`config.mk`:
```
export PLATFORM = sky130hd
export DESIGN_NAME = case_insensitive_multi_pattern_matcher
export DESIGN_NICKNAME = d
export VERILOG_FILES = /design/src/design/cimpm_pkg.sv /design/src/design/cimpm_in_stage.sv /design/src/design/cimpm_scan.sv /design/src/design/cimpm_out_stage.sv /design/src/design/case_insensitive_multi_pattern_matcher.sv
export SDC_FILE = /design/constraint.sdc
export NUM_CORES = 1
export LEC_CHECK = 0
export BUFFER_PORTS_ARGS = -buffer_cell sky130_fd_sc_hd__buf_2
export CAP_MARGIN = 20
export CORE_MARGIN = 2
export CORE_UTILIZATION = 45
export CTS_CLUSTER_DIAMETER = 150
export CTS_CLUSTER_SIZE = 14
export DETAILED_ROUTE_END_ITERATION = 6
export MAX_ROUTING_LAYER = met4
export SLEW_MARGIN = 40
export SYNTH_ARGS = -nofsm -noshare
export SYNTH_HDL_FRONTEND = slang
export SYNTH_SLANG_ARGS = --single-unit
```
`constraint.sdc`:
```
create_clock -name clk -period 2.8 [get_ports clk]
set_input_delay 0.14 -clock clk [delete_from_list [all_inputs] [get_ports clk]]
set_output_delay 0.14 -clock clk [all_outputs]
set_load 0.005 [all_outputs]
```
`src/design/cimpm_pkg.sv`:
```
`timescale 1ns / 1ps
`default_nettype none
// ----------------------------------------------------------------------------
// cimpm_pkg
// Shared types, sizes and the domain pattern table for the payload matcher.
// ----------------------------------------------------------------------------
package cimpm_pkg;

    localparam int SCAN_LIMIT    = 511;
    localparam int WINDOW_LEN    = 18;
    localparam int PATTERN_COUNT = 11;
    localparam int TABLE_SIZE    = 11;
    localparam int MAX_PAT       = 18;
    localparam int SEEN_W        = 10;
    localparam int INDEX_W       = 4;
    localparam int LEN_W         = 5;
    localparam int HIT_COUNT     = (PATTERN_COUNT < TABLE_SIZE) ? PATTERN_COUNT : TABLE_SIZE;

    localparam logic [7:0] CHAR_NUL     = 8'h00;
    localparam logic [7:0] CHAR_UPPER_A = 8'h41;
    localparam logic [7:0] CHAR_UPPER_Z = 8'h5a;
    localparam logic [7:0] CASE_OFFSET  = 8'h20;

    typedef struct packed {
        logic [7:0] data_byte;
        logic       last_byte;
    } item_t;

    typedef struct packed {
        logic               service_found;
        logic [INDEX_W-1:0] service_index;
    } result_t;

    // fire: staged byte moves into the scan logic this cycle
    // emit: that byte closes the packet and produces a result
    typedef struct packed {
        logic fire;
        logic emit;
    } stage_ctrl_t;

    // Right-aligned text: byte k counts back from the final character.
    typedef logic [MAX_PAT*8-1:0] pattern_t;

    localparam pattern_t PAT_TEXT [TABLE_SIZE] = '{
        pattern_t'(88'h646973636f72642e636f6d),
        pattern_t'(88'h747769747465722e636f6d),
        pattern_t'(88'h796f75747562652e636f6d),
        pattern_t'(96'h74656c656772616d2e6f7267),
        pattern_t'(96'h66616365626f6f6b2e636f6d),
        pattern_t'(104'h696e7374616772616d2e636f6d),
        pattern_t'(80'h7265646469742e636f6d),
        pattern_t'(104'h77696b6970656469612e6f7267),
        pattern_t'(88'h6e6574666c69782e636f6d),
        pattern_t'(88'h73706f746966792e636f6d),
        pattern_t'(144'h737465616d636f6d6d756e6974792e636f6d)
    };

    localparam logic [LEN_W-1:0] PAT_LEN [TABLE_SIZE] = '{
        5'd11, 5'd11, 5'd11, 5'd12, 5'd12, 5'd13, 5'd10, 5'd13, 5'd11, 5'd11, 5'd18
    };

endpackage
`default_nettype wire

```
`src/design/cimpm_in_stage.sv`:
```
`timescale 1ns / 1ps
`default_nettype none
// ----------------------------------------------------------------------------
// cimpm_in_stage
// Input register for payload bytes; issues fire/emit toward the scan logic.
// ----------------------------------------------------------------------------
module cimpm_in_stage (
    input  logic                      clk,
    input  logic                      rst_n,
    input  logic                      item_valid,
    output logic                      item_stall,
    input  cimpm_pkg::item_t          item_data,
    input  logic                      advance,
    output cimpm_pkg::stage_ctrl_t    ctrl,
    output cimpm_pkg::item_t          staged
);
    import cimpm_pkg::*;

    logic  stage_valid_reg;
    logic  stage_valid_next;
    item_t stage_item_reg;
    logic  accept;

    // Only a closing byte waits on the output register.
    assign item_stall = stage_valid_reg && stage_item_reg.last_byte && !advance;
    assign accept     = item_valid && !item_stall;

    assign ctrl.fire = stage_valid_reg && (!stage_item_reg.last_byte || advance);
    assign ctrl.emit = ctrl.fire && stage_item_reg.last_byte;
    assign staged    = stage_item_reg;

    always_comb
    begin
        if (item_stall)
        begin
            stage_valid_next = stage_valid_reg;
        end
        else
        begin
            stage_valid_next = item_valid;
        end
    end

    always_ff @(posedge clk or negedge rst_n)
    begin
        if (!rst_n)
        begin
            stage_valid_reg <= 1'b0;
        end
        else
        begin
            stage_valid_reg <= stage_valid_next;
        end
    end

    always_ff @(posedge clk)
    begin
        if (accept)
        begin
            stage_item_reg <= item_data;
        end
    end

endmodule
`default_nettype wire

```
`src/design/cimpm_scan.sv`:
```
`timescale 1ns / 1ps
`default_nettype none
// ----------------------------------------------------------------------------
// cimpm_scan
// Folded byte window, parallel pattern compare, sticky hits and scan limits.
// ----------------------------------------------------------------------------
module cimpm_scan (
    input  logic                   clk,
    input  logic                   rst_n,
    input  cimpm_pkg::stage_ctrl_t ctrl,
    input  cimpm_pkg::item_t       staged,
    output cimpm_pkg::result_t     result
);
    import cimpm_pkg::*;

    logic [7:0]           window_reg  [WINDOW_LEN-1];
    logic [7:0]           window_next [WINDOW_LEN-1];
    logic [7:0]           age         [WINDOW_LEN];
    logic [HIT_COUNT-1:0] hits_reg;
    logic [HIT_COUNT-1:0] hits_next;
    logic [HIT_COUNT-1:0] hits_now;
    logic [HIT_COUNT-1:0] match;
    logic [SEEN_W-1:0]    seen_reg;
    logic [SEEN_W-1:0]    seen_next;
    logic                 stopped_reg;
    logic                 stopped_next;
    logic [7:0]           folded;
    logic                 is_nul;
    logic                 scan_en;
    logic                 take_byte;

    always_comb
    begin
        if (staged.data_byte >= CHAR_UPPER_A && staged.data_byte <= CHAR_UPPER_Z)
        begin
            folded = staged.data_byte + CASE_OFFSET;
        end
        else
        begin
            folded = staged.data_byte;
        end
    end

    assign is_nul    = (staged.data_byte == CHAR_NUL);
    assign scan_en   = ctrl.fire && !stopped_reg && (seen_reg < SEEN_W'(SCAN_LIMIT));
    assign take_byte = scan_en && !is_nul;

    // age 0 is the incoming byte, age j the byte j positions older
    always_comb
    begin
        age[0] = folded;
        for (int j = 1; j < WINDOW_LEN; j++)
        begin
            age[j] = window_reg[j-1];
        end
    end

    always_comb
    begin
        for (int i = 0; i < HIT_COUNT; i++)
        begin
            match[i] = 1'b1;
            for (int k = 0; k < MAX_PAT; k++)
            begin
                if ((k < PAT_LEN[i]) && (age[k] != PAT_TEXT[i][8*k +: 8]))
                begin
                    match[i] = 1'b0;
                end
            end
        end
    end

    assign hits_now = take_byte ? (hits_reg | match) : hits_reg;

    // first set bit in table order
    always_comb
    begin
        result.service_found = |hits_now;
        result.service_index = '0;
        for (int i = HIT_COUNT - 1; i >= 0; i--)
        begin
            if (hits_now[i])
            begin
                result.service_index = INDEX_W'(i);
            end
        end
    end

    always_comb
    begin
        window_next  = window_reg;
        hits_next    = hits_reg;
        seen_next    = seen_reg;
        stopped_next = stopped_reg;
        if (scan_en && is_nul)
        begin
            stopped_next = 1'b1;
        end
        if (take_byte)
        begin
            window_next[0] = folded;
            for (int j = 1; j < WINDOW_LEN - 1; j++)
            begin
                window_next[j] = window_reg[j-1];
            end
            hits_next = hits_now;
            seen_next = seen_reg + SEEN_W'(1);
        end
        if (ctrl.emit)
        begin
            for (int j = 0; j < WINDOW_LEN - 1; j++)
            begin
                window_next[j] = CHAR_NUL;
            end
            hits_next    = '0;
            seen_next    = '0;
            stopped_next = 1'b0;
        end
    end

    always_ff @(posedge clk or negedge rst_n)
    begin
        if (!rst_n)
        begin
            for (int j = 0; j < WINDOW_LEN - 1; j++)
            begin
                window_reg[j] <= CHAR_NUL;
            end
            hits_reg    <= '0;
            seen_reg    <= '0;
            stopped_reg <= 1'b0;
        end
        else
        begin
            window_reg  <= window_next;
            hits_reg    <= hits_next;
            seen_reg    <= seen_next;
            stopped_reg <= stopped_next;
        end
    end

endmodule
`default_nettype wire

```
`src/design/cimpm_out_stage.sv`:
```
`timescale 1ns / 1ps
`default_nettype none
// ----------------------------------------------------------------------------
// cimpm_out_stage
// Result register; holds a finished result until the consumer takes it.
// ----------------------------------------------------------------------------
module cimpm_out_stage (
    input  logic                   clk,
    input  logic                   rst_n,
    input  cimpm_pkg::stage_ctrl_t ctrl,
    input  cimpm_pkg::result_t     result_in,
    output logic                   advance,
    output logic                   result_valid,
    input  logic                   result_stall,
    output cimpm_pkg::result_t     result_data
);
    import cimpm_pkg::*;

    logic    valid_reg;
    logic    valid_next;
    result_t data_reg;

    assign advance      = !valid_reg || !result_stall;
    assign result_valid = valid_reg;
    assign result_data  = data_reg;

    always_comb
    begin
        if (advance)
        begin
            valid_next = ctrl.emit;
        end
        else
        begin
            valid_next = valid_reg;
        end
    end

    always_ff @(posedge clk or negedge rst_n)
    begin
        if (!rst_n)
        begin
            valid_reg <= 1'b0;
        end
        else
        begin
            valid_reg <= valid_next;
        end
    end

    always_ff @(posedge clk)
    begin
        if (advance && ctrl.emit)
        begin
            data_reg <= result_in;
        end
    end

endmodule
`default_nettype wire

```
`src/design/case_insensitive_multi_pattern_matcher.sv`:
```
`timescale 1ns / 1ps
`default_nettype none
// ----------------------------------------------------------------------------
// case_insensitive_multi_pattern_matcher
// Scans packet payload bytes for a fixed set of domain names, ignoring case.
// ----------------------------------------------------------------------------
// Throughput: one payload byte per cycle, set by the combinational window
//   compare between the input and result registers; a closing byte waits
//   while the result register is full.
// Output: the scan result is registered and held until the consumer takes it.
// Reset: rst_n clears the window, hit bits, byte count and all valid flags.
// ----------------------------------------------------------------------------
module case_insensitive_multi_pattern_matcher (
    input  logic               clk,
    input  logic               rst_n,
    input  logic               item_valid,
    output logic               item_stall,
    input  cimpm_pkg::item_t   item_data,
    output logic               result_valid,
    input  logic               result_stall,
    output cimpm_pkg::result_t result_data
);
    import cimpm_pkg::*;

    // Pipeline: input register -> scan logic and state -> result register.
    // A byte that does not close a packet never waits; only a closing byte
    // holds the input register while the result register is still full.
    stage_ctrl_t ctrl;
    item_t       staged;
    result_t     scan_result;
    logic        advance;

    // Hold the incoming transfer and decide when it enters the scan.
    cimpm_in_stage u_in_stage (
        .clk        (clk),
        .rst_n      (rst_n),
        .item_valid (item_valid),
        .item_stall (item_stall),
        .item_data  (item_data),
        .advance    (advance),
        .ctrl       (ctrl),
        .staged     (staged)
    );

    // Fold case, shift the window, compare all patterns, keep sticky hits; stop at a NUL byte or the scan limit.
    // A closing byte clears everything after its result is formed.
    cimpm_scan u_scan (
        .clk    (clk),
        .rst_n  (rst_n),
        .ctrl   (ctrl),
        .staged (staged),
        .result (scan_result)
    );

    // Register the result; advance whenever the slot is empty or drains.
    cimpm_out_stage u_out_stage (
        .clk          (clk),
        .rst_n        (rst_n),
        .ctrl         (ctrl),
        .result_in    (scan_result),
        .advance      (advance),
        .result_valid (result_valid),
        .result_stall (result_stall),
        .result_data  (result_data)
    );

`ifndef SYNTHESIS
    // A new result only ever follows a closing byte entering the scan.
    assert property (@(posedge clk) disable iff (!rst_n)
        $rose(result_valid) |-> $past(ctrl.emit))
        else $error("result appeared without a closing byte");

    // No hit means index zero.
    assert property (@(posedge clk) disable iff (!rst_n)
        (result_valid && !result_data.service_found) |-> (result_data.service_index == '0))
        else $error("nonzero index with no match");

    // An accepted byte either enters the scan next cycle or holds the input.
    assert property (@(posedge clk) disable iff (!rst_n)
        (item_valid && !item_stall) |=> (ctrl.fire || item_stall))
        else $error("staged byte neither scanned nor held");
`endif

endmodule
`default_nettype wire
```
# Word-level counts from Yosys, hierarchy flattened
# Cells that the tools add are included.
# word_totals
register_bits	174
mem_bits_rw	0
n_memories	0
word_cells	257
input_bits	13
latchBits	0
mem_bits_ro	0
# op_classes
n_addsub	2
div_mod_pow	0
mux	116
order_cmp	3
n_mul	0
eq_ne	79
bitwise	1
shift	0
reduce_logical	27
# op_table
cell	count
8-bit by 7-bit inequality test with 1-bit output (second input constant)	78
136-bit two-way mux	2
1-bit two-way mux	99
11-bit two-way mux	3
10-bit two-way mux	2
3-bit two-way mux	4
4-bit two-way mux	3
1-bit logical AND	11
11-bit bitwise OR	1
11-bit OR reduction	1
10-bit by 1-bit adder with 10-bit output (second input constant)	1
10-bit by 9-bit less-than comparator with 1-bit output (second input constant)	1
8-bit by 6-bit adder with 8-bit output (second input constant)	1
8-bit by 7-bit >= comparator with 1-bit output (second input constant)	1
8-bit by 7-bit less-or-equal comparator with 1-bit output (second input constant)	1
8-bit zero test	1
8-bit two-way mux	1
8-bit by 6-bit inequality test with 1-bit output (second input constant)	1
8-bit OR reduction	1
1-bit zero test	7
2-bit two-way mux	2
2-bit nonzero test	2
4-bit OR reduction	1
1-bit logical OR	2
2-bit OR reduction	1

# Longest topological paths before layout
# logic_depth
ltp_word	34
ltp_mapped	9
mapped_depth_nobuf	9

# Modules after synthesis
# Synthesis repeated with hierarchy kept, for this count alone.
# unflattened
hier_cells	910
hier_area_um2	8184.1
# modules_own_cells
mod	area_per_inst_um2	cells_each	instances
cimpm_scan	7636.1	884	1
cimpm_in_stage	350.3	17	1
cimpm_out_stage	197.7	9	1

# Least setup slack after synthesis
# OpenSTA, ideal clock, no wires.
# synth_timing
kind	reg-to-reg
start	register u_scan.window_reg (netlist bit u_scan.age[67])
end	register u_out_stage.data_reg (netlist bit u_out_stage.result_data[3]), data pin
setup_slack_ps	-38
n_path_buf	1
arrival_ps	2584
stages_incl_launch_ff	10
period_less_slack_ps	2838
required_time_ps	2545
setup_ps	255
cell_sequence	dfrtp_1 buf_6 or4b_1 or4_1 or4_1 nor3_2 o21a_1 nor3_1 and4b_1 and2_1
# synth_between
elab_chain_len	15
elab_cells_between_ends	50
classes_between	10 x eq/ne; 38 x mux; 1 x bitwise; 1 x reduce/logical
# synth_rtl
item	line_no	source
start, declared	cimpm_scan.sv:16	logic [7:0] window_reg [WINDOW_LEN-1];
start signal, assigned	cimpm_scan.sv:135	window_reg <= window_next;
8-bit by 7-bit inequality test with 1-bit output	cimpm_scan.sv:65	if ((k < PAT_LEN[i]) && (age[k] != PAT_TEXT[i][8*k +: 8]))
1-bit two-way mux (9 in a row)	cimpm_scan.sv:65	
11-bit bitwise OR *	cimpm_scan.sv:73	assign hits_now = take_byte ? (hits_reg | match) : hits_reg;
11-bit two-way mux *	cimpm_scan.sv:73	
4-bit two-way mux (3 in a row)	cimpm_scan.sv:82	if (hits_now[i])
end signal, assigned	cimpm_out_stage.sv:55	data_reg <= result_in;
end, declared	cimpm_out_stage.sv:21	result_t data_reg;
# Mark *: on every way between the ends. The rest lies on a longest branch, timed or not.
# A chain may end at the register's enable or synchronous reset.

# Final worst setup path
# layout_timing
start	register u_scan.window_reg (netlist bit u_scan.age[74])
end	register u_out_stage.data_reg (netlist bit u_out_stage.result_data[3]), data pin
# layout_between
elab_chain_len	16
elab_cells_between_ends	59
classes_between	8 x eq/ne; 49 x mux; 1 x bitwise; 1 x reduce/logical
# layout_rtl
item	line_no
8-bit by 7-bit inequality test with 1-bit output	cimpm_scan.sv:65
1-bit two-way mux (10 in a row)	cimpm_scan.sv:65
11-bit bitwise OR *	cimpm_scan.sv:73
11-bit two-way mux *	cimpm_scan.sv:73
4-bit two-way mux (3 in a row)	cimpm_scan.sv:82
# Marked as above.

==> flow_summary.toml <==
[status]
run_status = "finished, final reports clean"

[hold_path]
min_path_type = "primary input to async pin"

[sta]
finalCritPeriodShare = 0.997
fmaxAchievable_ghz = 0.358
setup_viol = 0
finalSetupTns_ns = 0
rsz0062_at_grt = "yes"
period_needed_ns = 2.79
timing.slew.headroom = 0.570
hold_violations = 0
timing_worst_slew_pin_value_ns = 0.645
drv_slew = 0
fin_skew_ns = 0.0110

[global_route]
globalRouteTotalUtil = 0.253
global_route.overflow_total = 0
grt_max_degree = 74
grt_pass1_vias = 6522
grt_pass1_wl_mm = 35.6
grt_antenna_before_repair = 0

[critical_path]
crit_type = "register to register"
cp_capture_type = "register"
timing.rr.start = "u_scan.age[74]$_DFFE_PN0P_"
cp-startpoint = "u_scan.age[74]$_DFFE_PN0P_"
worst_r2r_path_depth = 8
sort_of_element_at_the_start_of_the_critical_path = "register"
crit-reg2reg-capture = "u_out_stage.result_data[3]$_SDFFCE_PP0P_"
worstSetupEndpoint = "u_out_stage.result_data[3]$_SDFFCE_PP0P_"
worstPathArrival_ns = 2.99
ff2ff_setup_slack_ns = 0.009
worst_path_required_time_ns = 3.00
worst-path-max-fanout = 3

[route]
overall_routed_net_length_mm = 21.9
dr.pass1.iters = 5
ant_nets = 0
drt_drc_violations_left = 0
drt_iter0_drc = 691
num_vias = 6852
routed_via_density = 5.59
wl_per_cell_um = 17.8

[power_and_ir_drop]
power.share.sequential = 0.492
power.net_switching_mw = 1.56
internal_power_mw = 4.12
sw_frac_of_total = 0.274
power.leakage_nw = 4.08
relative_contribution_of_the_clock_network_to_total_power = 0.408
cellPowerDensity_nw_per_um2 = 587
share_comb_of_total_power = 0.100
peakVddDrop_mv = 0.445

[cts]
clk_latency_ns = 0.44
clock_path_buffers = 2
tritoncts = "built"
htree_levels = 4
ctsRootBufferMaster = "sky130_fd_sc_hd__clkbuf_16"
cts.reportedPaths.clkPinSlew_ns = 0.07
cts_buffers = 17
clock_sink_count = 174

[layout]
area_delta_synth_final_pct = 20.3
drive_gt1_frac = 0.148
antennaDiodeCount = 0
post_layout_net_count = 1002
final_instance_count_without_filler_cells = 1225
nFillCells = 1626
largest_register_ffs = 136

[logic_synthesis]
ys_seq_elements = 174
synth-warning-count = 0
ys_dominant_reg_cell = "sky130_fd_sc_hd__dfrtp_1"
syn-cell-area_um2 = 8040
yosys.cell_types.count = 49
synthesized_instance_count = 909
synth_seq_area_share = 0.550
synth.net_count = 924
synth_area_per_cell_um2 = 8.85
synth-async-reset-ratio = 0.920
synth_enable_flop_cells = 14

[placed_design]
place_congestion = 0.963
detailed_place_hpwl_mm = 14.7
port_buffers = 19
place.detailed.instances = 1180

[die]
floorplan.die.height_um = 138
die_w_um = 138
start_util = 0.463
core-area_um2 = 17400
row_count = 48
io_pins = 20
die_area_um2 = 19000

[flow_run]
max-cap-violations = 0
[Yosys cell counts (all sizes together) (3+ instances only)]
| cell type | n | area (µm²) |
|---|---|---|
| o21ai | 8 | 40.0 |
| edfxtp | 14 | 420 |
| or4b | 5 | 50.1 |
| and2 | 3 | 18.8 |
| xor2 | 5 | 43.8 |
| and3 | 3 | 18.8 |
| nand2b | 13 | 81.3 |
| nand3 | 14 | 70.1 |
| inv | 8 | 30.0 |
| o211a | 3 | 30.0 |
| nand4 | 17 | 106 |
| or4 | 10 | 75.1 |
| nor2b | 7 | 43.8 |
| nand3b | 8 | 60.1 |
| dfrtp | 160 | 4000 |
| a21oi | 145 | 726 |
| or2 | 3 | 18.8 |
| nor3 | 17 | 90.1 |
| a31oi | 5 | 31.3 |
| nand4b | 13 | 114 |
| or3 | 3 | 18.8 |
| nand2 | 295 | 1110 |
| nor2 | 39 | 146 |
| nor4b | 5 | 43.8 |
| nor4 | 22 | 138 |
| nor4bb | 3 | 30.0 |
| and4b | 5 | 50.1 |
| clkbuf | 48 | 180 |
| nor3b | 4 | 30.0 |
[what timing repair did]
action | CTS | global route
setup endpoints to repair | 1 | 5
hold buffers | 12 | 0
endpoints found under the hold margin | 76 | 0
resized for setup | 3 | 13
setup buffers | 0 | 1
pin swaps | 1 | 2
[through the flow]
step	hold slack (ns)	instance area [µm²]	power, mW	setup slack, ns	utilization
6_report	0.279	9680	5.68	0.00920	0.557
5_1_grt	0.349	9680	5.93	-0.0666	0.557
4_1_cts	0.306	9590	5.72	-0.0389	0.553
3_5_place_dp	0.198	8890	3.40	-0.0467	0.512
3_3_place_gp	0.189	8890	3.39	-0.0259	0.512
2_1_floorplan	-0.156	8040	3.13	0.0310	-
[critical path, cell delays in order (launching register included)]
cell                      delay (ns)
sky130_fd_sc_hd__dfrtp_1        0.37
sky130_fd_sc_hd__or4b_1         0.50
sky130_fd_sc_hd__or4_1          0.47
sky130_fd_sc_hd__or4_4          0.53
sky130_fd_sc_hd__nor3_4         0.16
sky130_fd_sc_hd__o21a_1         0.15
sky130_fd_sc_hd__nor3_2         0.05
sky130_fd_sc_hd__and4b_1        0.18
sky130_fd_sc_hd__and2_1         0.13
[layer usage]
metal  part of all wire  GRT usage  up-vias
li1                   -          -     3312
met1               0.49      0.375     3382
met2               0.45      0.354      131
met3              0.042     0.0456       27
met4              0.019     0.0733        0
met5                  0          -        -
[cells in the final DEF (no fill, tap or decap), types with 5 or more instances in the layout]
cell type                       count
sky130_fd_sc_hd__buf_2             18
sky130_fd_sc_hd__nand3_1           14
sky130_fd_sc_hd__buf_4             73
sky130_fd_sc_hd__and4b_1            5
sky130_fd_sc_hd__nand4b_1          13
sky130_fd_sc_hd__nor3_1            12
sky130_fd_sc_hd__inv_1              7
sky130_fd_sc_hd__nor2_1            38
sky130_fd_sc_hd__xor2_1             5
sky130_fd_sc_hd__nand3b_1           8
sky130_fd_sc_hd__nor4_1            18
sky130_fd_sc_hd__or4_1              9
sky130_fd_sc_hd__a21oi_1          145
sky130_fd_sc_hd__dfrtp_1          160
sky130_fd_sc_hd__nor2b_1            7
sky130_fd_sc_hd__o21ai_0            8
sky130_fd_sc_hd__dlygate4sd3_1     12
sky130_fd_sc_hd__nand2_1          295
sky130_fd_sc_hd__nand4_1           17
sky130_fd_sc_hd__nand2b_1          13
sky130_fd_sc_hd__buf_12             5
sky130_fd_sc_hd__edfxtp_1          14
sky130_fd_sc_hd__clkbuf_16         17
[cell families (layout without fill, tap and decap cells)]
family	count (synthesis)	in the layout	synth area share
and+or+nand+nor	496	496	0.296
DFF	174	174	0.550
AOI/OAI and AO/OA	173	173	0.116
buffers and inverters	58	149	0.0280
xor gates and xnor gates	6	6	0.00653
adders and majority gates	2	2	0.00311
[cell type report]
type                            count  area (µm²)  share of cell area
Timing Repair Buffer              109         870              0.0899
Tap cell                          225         282              0.0291
Clock buffer                       18         429              0.0444
Clock inverter                     14         138              0.0142
Multi-Input combinational cell    677        3500               0.362
Sequential cell                   174        4420               0.457
Inverter                            8        32.5             0.00336
[power groups by stage]
stage | logic (mW) | registers, mW | clock network (mW)
after floorplan | 0.310 | 2.82 | 0
after global placement | 0.553 | 2.84 | 0
after detailed placement | 0.559 | 2.84 | 0
after CTS | 0.573 | 2.79 | 2.35
after global routing | 0.642 | 2.81 | 2.47
final | 0.568 | 2.79 | 2.32
[how the worst min path moves through the flow]
stage,start,end,slack [ns],cells past startpoint
final,rst_n,u_scan.hits_reg[1]$_DFFE_PN0P_,0.28,2
after global routing,rst_n,u_scan.hits_reg[8]$_DFFE_PN0P_,0.35,2
after CTS,rst_n,u_scan.hits_reg[1]$_DFFE_PN0P_,0.31,2
after detailed placement,rst_n,u_scan.hits_reg[0]$_DFFE_PN0P_,0.20,1
after global placement,rst_n,u_scan.hits_reg[1]$_DFFE_PN0P_,0.19,1
after floorplan,rst_n,u_in_stage.stage_valid_reg$_DFFE_PN0N_,-0.16,0
Note: power is estimated with default switching activity, not from simulation.
